## src/rtl/isrt_ram.sv

```systemverilog
// ----------------------------------------------------------------------------
// isrt_ram: generic single-write, single-read RAM.
// Read data is registered and appears in the cycle after the address.
// ----------------------------------------------------------------------------
module isrt_ram #(
  parameter int WIDTH = 64,
  parameter int DEPTH = 64
) (
  input  logic                     clk,
  input  logic                     wr_en,
  input  logic [$clog2(DEPTH)-1:0] wr_addr,
  input  logic [WIDTH-1:0]         wr_data,
  input  logic [$clog2(DEPTH)-1:0] rd_addr,
  output logic [WIDTH-1:0]         rd_data
);

  logic [WIDTH-1:0] mem [DEPTH];

  // Write port and registered read port.
  always_ff @(posedge clk) begin
    if (wr_en) begin
      mem[wr_addr] <= wr_data;
    end
    rd_data <= mem[rd_addr];
  end

endmodule

```

## config.mk

```make
export PLATFORM = sky130hd
export DESIGN_NAME = isrt_ram
export DESIGN_NICKNAME = d
export VERILOG_FILES = /design/src/rtl/isrt_ram.sv
export SDC_FILE = /design/constraint.sdc
export NUM_CORES = 2
export LEC_CHECK = 0
export ABC_CLOCK_PERIOD_IN_PS = 10620
export BUFFER_PORTS_ARGS = -buffer_cell sky130_fd_sc_hd__buf_2
export CAP_MARGIN = 30
export CORE_MARGIN = 8
export CORE_UTILIZATION = 25
export CTS_BUF_LIST = sky130_fd_sc_hd__clkbuf_4
export DETAILED_ROUTE_END_ITERATION = 16
export GPL_ROUTABILITY_DRIVEN = 0
export SYNTH_ARGS = -nofsm -noshare
export SYNTH_HDL_FRONTEND = slang
export SYNTH_SLANG_ARGS = --single-unit
```

## constraint.sdc

```tcl
create_clock -name clk -period 10.62 [get_ports clk]
set_input_delay 2.655 -clock clk [delete_from_list [all_inputs] [get_ports clk]]
set_output_delay 2.655 -clock clk [all_outputs]
set_load 0.05 [all_outputs]
```

==> results.json <==
{
  "ir_drop_mv": 0.106,
  "drive_gt1_share_pct": 36.1,
  "cts_inserted_buffers": 936,
  "hpwlAfterDp_um": 238000,
  "fin_crit_sh_pct": 52.2,
  "synth_area_leaders": "edfxtp_1 (79%), mux4_2 (15%), mux2i_1 (0.86%)",
  "hp-class": "reg2reg",
  "cts_setup_buffers": 0,
  "yosysWarnings": 0,
  "seq_area_frac_synth_pct": 79.5,
  "viasPerCell": 4.66,
  "synthCells": 6598,
  "io_buffers": 141,
  "avgSynthCellArea_um2": 23.7,
  "first_pass_iters": 7,
  "chipHeight_um": 807,
  "ys_seq_elements": 4160,
  "clk_path_buf_depth": 4,
  "tightest_slew_ps": 1220,
  "power_frac_comb_pct": 5.2,
  "fmax_ghz": 0.180,
  "setup-tns-final_ps": 0,
  "ys_top_cells_by_count": "edfxtp_1 (4096), mux4_2 (1024), buf_2 (170)",
  "setup_violations": 0,
  "cts-root-buf": "clkbuf_4",
  "cts_resized": 0,
  "intPower_mw": 25.1,
  "busiest_layer": "met2",
  "arrival_ps": 2890,
  "yosysUniqueCellTypes": 33,
  "criticalPathCategory": "reg2out",
  "clkLatencyLatePin_ps": 1770,
  "switching_power_mw": 7.50,
  "maxSlewViolCount": 0,
  "pwr-share-seq_pct": 56.1,
  "hold_violations": 0,
  "wl_per_cell_um": 26.5,
  "nets": 7648,
  "cts_hold_repair.buffers": 0,
  "powerDensity_nw_per_um2": 179,
  "cp_slowest_cell": "dfxtp_1",
  "vias": 78013,
  "synth-async-reset-ratio_pct": 0,
  "period_minus_slack_ps": 5540,
  "cp_max_fo": 9,
  "synth_edf_count": 4096,
  "drtIter0Drc": 8588,
  "area_delta_synth_final_pct": 16.3,
  "drc": 0,
  "start_util_pct": 25.1,
  "clk_pin_slew_ps": 70,
  "cts_sinks": 4160,
  "synth_area_um2": 156000,
  "cp-end-kind": "primary output",
  "fin_skew_ps": 183,
  "met1_usage_pct": 16.3,
  "startpoint_type": "flip-flop",
  "swShare_pct": 23.0,
  "clockPowerShare_pct": 38.7,
  "utilization_pct": 29.2,
  "synth.most_common_cell": "edfxtp_1",
  "coreArea_um2": 623000,
  "grt.overflow.total": 0,
  "antenna_found_initial": 71,
  "rows": 290,
  "crit_start": "rd_data[61]",
  "cts_tree": "built",
  "synth_top_cell_by_area": "edfxtp_1",
  "grt_pass1_wl_um": 617000,
  "critPathRequiredTime_ps": 7970,
  "maxCapViolCount": 0,
  "die_w_um": 807,
  "synth_top_area_share_pct": 78.7,
  "grt_pass1_vias": 81318,
  "htree_num_levels": 6,
  "crit_chain": "buf_2",
  "rsz0062_at_grt": "no",
  "dieArea_um2": 651000,
  "power.static_leakage_nw": 56.2,
  "status": "completed",
  "grt_max_degree": 130,
  "grtUsageTotal_pct": 13.1,
  "hold_start": "mem[46][14]",
  "ant_nets": 0,
  "path_buf_inv": 1,
  "met2_usage_pct": 22.8,
  "slowest_delay_ps": 770,
  "synth_nets": 6676,
  "use_met3_pct": 2.28,
  "timing.rr.start": "mem[12][50]",
  "max_slew_margin_pct": 18.5,
  "io_pins": 142,
  "wl_um": 442000,
  "ys.flop_type": "edfxtp_1",
  "crit_family": "flip-flops"
}
[layout make-up]
type	instances	area [um^2]
Clock inverter	334	1890
Sequential cell	4160	124000
Clock buffer	1394	10500
Antenna cell	43	108
Tap cell	8322	10400
Fill cell	60762	442000
Inverter	19	71.3
Multi-Input combinational cell	2049	30800
Timing Repair Buffer	404	3820
[placed cells by master (no fill, tap or decap), types with 83 or more instances in the layout]
cell type / n
a22o_1: 88
a22oi_1: 168
buf_12: 83
buf_2: 138
buf_4: 177
clkbuf_4: 1394
clkinv_1: 246
edfxtp_1: 4096
mux2i_1: 135
mux4_2: 1024
o22ai_1: 83
[stage by stage]
step,cells,cell area [um^2],hold WS (ps),total power [mW],worst slack (ps)
floorplan,6598,156000,788,19.5,2530
global placement,14887,168000,845,20.3,4140
detailed placement,14904,168000,842,20.3,4120
CTS,16632,181000,838,32.9,4850
global route,16710,182000,878,33.8,4920
finish,16725,182000,828,32.6,5080
[sequential cells by signal (all words and copies together), names as in the netlist]
| register | count |
|---|---|
| mem | 4096 |
| rd_data | 64 |
[worst register-to-register path: stages (launching register included)]
cell and delay (ps):
edfxtp_1 370, mux4_2 460, nor2b_1 140, a211oi_1 360
o22ai_1 340, and3_1 320
[metal layers]
metal | part of all wire (%) | routed length (um)
met3 | 7.2 | 31900
met4 | 3.5 | 15500
met2 | 51 | 224000
met1 | 39 | 170000
met5 | 0.051 | 225
[final timing paths]
path	slack, ps	end	cells past startpoint
setup / recovery	5080	rd_data[61]	1
hold / removal	830	rd_data[14]	4
setup reg to reg	8450	rd_data[50]	5
hold reg to reg	830	rd_data[14]	4
[power groups by stage]
stage,clock network (mW),registers (mW),logic [mW]
after floorplan,0,18.7,0.847
after global placement,0,18.6,1.63
after detailed placement,0,18.6,1.68
after CTS,12.9,18.3,1.68
after global routing,13.7,18.3,1.80
final,12.6,18.3,1.70
[kinds of logic (layout without fill, tap and decap cells)]
group / count (synthesis) / count (layout) / synth area share, %
other: 0 / 43 / 0
DFF: 4160 / 4160 / 79.5
muxes: 1159 / 1159 / 15.6
AOI/OAI and AO/OA: 504 / 504 / 2.48
and+or+nand+nor: 386 / 386 / 1.24
buffers and inverters: 389 / 2151 / 1.18
No activity file was read; power rests on OpenSTA's default activity.
