### config.mk
export PLATFORM = sky130hd
export DESIGN_NAME = isrt_unit
export DESIGN_NICKNAME = d
export VERILOG_FILES = /design/src/rtl/isrt_pkg.sv /design/src/rtl/isrt_unit.sv
export SDC_FILE = /design/constraint.sdc
export NUM_CORES = 1
export LEC_CHECK = 0
export ABC_AREA = 1
export BUFFER_PORTS_ARGS = -buffer_cell sky130_fd_sc_hd__buf_2
export CORE_AREA = 2 2 153 155
export DETAILED_ROUTE_END_ITERATION = 8
export DIE_AREA = 0 0 155 157
export PLACE_DENSITY = 0.7
export RECOVER_POWER = 100
export SLEW_MARGIN = 20
export SYNTH_ARGS = -nofsm -noshare
export SYNTH_HDL_FRONTEND = slang
export SYNTH_SLANG_ARGS = --single-unit
### constraint.sdc
create_clock -name vclk -period 7.92
set_input_delay 0.792 -clock vclk [all_inputs]
set_output_delay 0.792 -clock vclk [all_outputs]
set_load 0.01 [all_outputs]
### src/rtl/isrt_pkg.sv
// ----------------------------------------------------------------------------
// isrt_pkg: shared types and codes for the interval set range tracker.
// Holds the operation codes and the sequencer state type.
// ----------------------------------------------------------------------------
package isrt_pkg;

  localparam logic [1:0] OP_ADD    = 2'd0;
  localparam logic [1:0] OP_REMOVE = 2'd1;
  localparam logic [1:0] OP_QUERY  = 2'd2;
  localparam logic [1:0] OP_NOP    = 2'd3;

  typedef enum logic [2:0] {
    ST_IDLE,
    ST_READ,
    ST_SCAN,
    ST_CLOSE,
    ST_COPY_RD,
    ST_COPY,
    ST_DONE
  } state_t;

endpackage

### src/rtl/isrt_unit.sv
// ----------------------------------------------------------------------------
// isrt_unit: per-entry interval step shared over the whole scan.
// Classifies one stored interval against the range and yields up to two
// entries to emit, plus the running merge bounds and the query hit.
// ----------------------------------------------------------------------------
module isrt_unit
  import isrt_pkg::*;
#(
  parameter int CW = 32
) (
  input  logic [1:0]    op,
  input  logic [CW-1:0] lo,
  input  logic [CW-1:0] hi,
  input  logic [CW-1:0] s,
  input  logic [CW-1:0] e,
  input  logic [CW-1:0] ms,
  input  logic [CW-1:0] me,
  input  logic          placed,
  output logic [1:0]    n_emit,
  output logic [CW-1:0] s0,
  output logic [CW-1:0] e0,
  output logic [CW-1:0] s1,
  output logic [CW-1:0] e1,
  output logic [CW-1:0] ms_o,
  output logic [CW-1:0] me_o,
  output logic          placed_o,
  output logic          hit
);

  // One entry of the add, remove or query walk.
  always_comb begin
    n_emit   = 2'd0;
    s0       = s;
    e0       = e;
    s1       = s;
    e1       = e;
    ms_o     = ms;
    me_o     = me;
    placed_o = placed;
    hit      = (s <= lo) && (e >= hi);
    case (op)
      OP_ADD: begin
        if (e < lo) begin
          n_emit = 2'd1;
        end else if (s > hi) begin
          if (!placed) begin
            n_emit   = 2'd2;
            s0       = ms;
            e0       = me;
            placed_o = 1'b1;
          end else begin
            n_emit = 2'd1;
          end
        end else begin
          if (s < ms) ms_o = s;
          if (e > me) me_o = e;
        end
      end
      OP_REMOVE: begin
        if (e <= lo || s >= hi) begin
          n_emit = 2'd1;
        end else if (s < lo && e > hi) begin
          n_emit = 2'd2;
          e0     = lo;
          s1     = hi;
        end else if (s < lo) begin
          n_emit = 2'd1;
          e0     = lo;
        end else if (e > hi) begin
          n_emit = 2'd1;
          s0     = hi;
        end
      end
      default: begin
        n_emit = 2'd0;
      end
    endcase
  end

endmodule

==> out/qor.txt <==
top cell type's share of synthesized area: 29.5%
Pwr Total: 688 uW
Post-CTS Hold Buffers: 0
Core ar.: 22500 um2
Vias per Instance: 5.13
syn nets: 2170
CLK BUF: 0
worst hold path class: in -> out
port buffer count: 391
first-pass GRT wire length: 56200 um
CP Class: in -> out
Die W: 155 um
Critical Path End Type: output port
ANT nets after route: 0
number of global-route vias before repair: 11191
Ys Warns: 0
fin crit period: 6.52 ns
worst vdd ir: 0.0298 mV
drt total wl: 36200 um
Distinct cells, synth: 36
drt initial violations: 744
Top Ports: 391
Register Area: 0 um2
Detailed Routing Iterations Pass 1: 5
startpoint types: input pin
FF+latch count: 0
post-detail-place hpwl: 29200 um
Critical Path Fanout Max: 64
layout cells sized above 1: 13.3%
Die Area: 24300 um2
cell area power density: 63.0 nW/um2
register area share after synthesis: 0%
post-CTS sizing: 0
GRT Overall Usage: 28.3%
Cell Area, Synth: 9330 um2
slew margin rel.: -117%
vias: 12154
global route overflow: 0
final period utilization: 82.3%
main area contributors after synthesis: nand2_1 (29%), ha_1 (26%), inv_1 (9.9%), nand3_1 (9.7%), o21ai_1 (4.6%)
worst setup path startpoint: e[15]
RSZ-0062 raised after global routing: no
routability congestion estimate from global placement: 0.903
Worst EP required: 7.13 ns
post-CTS setup buffers: 0
leading area contributor after synthesis: nand2_1
Layout area overhead: 16.9%
failing checks: capacitance limit, slew limit
pin count of the biggest net entering global routing: 67
CP Data Arrival Time: 5.73 ns
setup TNS: 0 ns
Hold Crit Start: e[0]
DR DRC count: 0
commonest cells after routing, fill and taps aside: nand2_1 (732), buf_2 (260), inv_1 (247)
Slew @ Worst Pin: 3.25 ns
run status: complete, but fails checks
nets: 2468
Initial Util: 41.5%
Max Slew Vio Count: 166
Leakage: 0.00674 uW
post-DR wirelength/cell: 15.3 um
Die Ht: 157 um
Gate Count Post-Synth: 1783
Fin. Hold Viols: 0
syn avg cell area: 5.23 um2
most common cell after layout, fill and taps aside: nand2_1
maxcap violations: 3
final setup vio count: 0
row count: 55
Max Fclk: 153 MHz
initial antenna violation count: 6
[layer usage]
| metal | vias to the layer above | GRT usage (%) | routed length [um] | share of wire, % |
|---|---|---|---|---|
| met5 | - | 0 | 42 | 0.12 |
| met4 | 6 | 7.89 | 892 | 2.5 |
| met3 | 79 | 3.33 | 2520 | 7.0 |
| met2 | 498 | 54.1 | 18100 | 50 |
| met1 | 5285 | 33.0 | 14600 | 40 |
| li1 | 6286 | - | - | - |
[final cells by class]
class | count | area [um2]
multi-input cells | 1431 | 7760
inverters | 248 | 931
well taps | 285 | 357
repair buffers | 400 | 1860
diodes | 3 | 7.51
fillers | 2546 | 11600
[worst paths after layout]
check                    end  slack, ns  cells after the start
worst min-delay path   e1[0]       1.82                      2
worst max-delay path  s0[30]       1.40                     13
[report_power, final]
part	internal [uW]	switching, uW	total, uW
Clock	0.0000507	0	0.0000507
Combinational	243	445	688
Sequential	0	0	0
[worst max-delay path: stages]
cell and delay (ns):
clkbuf_1 0.24, ha_1 0.38, nand2_1 0.08, nor2_1 0.14
nand3b_1 0.17, nor3_1 0.18, nand2_1 0.10, nand4_1 0.15
nand4_1 2.40, nand2_1 0.59, nand3_1 0.15, nand3_1 0.13
clkbuf_1 0.15
[synthesized netlist by cell type]
library cell and count:
and3_1 1, a31oi_1 2, clkinv_1 1, o21ai_1 85, nand2_2 1, nand3b_1 2, o21bai_1 4, nor2b_1 1
nor2_1 49, nand4_1 13, o31ai_1 1, nand2_1 733, buf_4 46, ha_1 192, a21o_1 7, a21oi_2 1
inv_2 1, nor3b_1 1, clkbuf_2 1, clkbuf_1 31, o21ai_0 54, o21a_1 8, nor2_2 1, o211ai_1 3
nor2_4 3, nor4_1 1, nand4_2 2, nor3_2 1, a21oi_1 78, nor3_1 6, nand3_2 1, buf_1 2
buf_6 7, nand3_1 180, inv_1 246, buf_2 17
[metrics by stage]
stage / std cells / hold slack (ns) / worst slack, ns / utilization, % / instance area (um2)
after detailed placement: 2362 / 1.82 / 1.96 / 49.3 / 11100
after global placement: 2362 / 1.82 / 2.18 / 49.3 / 11100
after floorplan: 1783 / 1.68 / 4.28 / - / 9330
after CTS: 2362 / 1.82 / 1.95 / 49.3 / 11100
final: 2367 / 1.82 / 1.40 / 48.5 / 10900
after global routing: 2366 / 1.84 / 0.992 / 48.5 / 10900
[kinds of logic after synthesis]
family          synth area share [%]
simple gates                    43.7
buf+inv                         16.8
compound gates                  13.7
fa+ha+maj                       25.7
No activity file was read; power rests on OpenSTA's default activity.
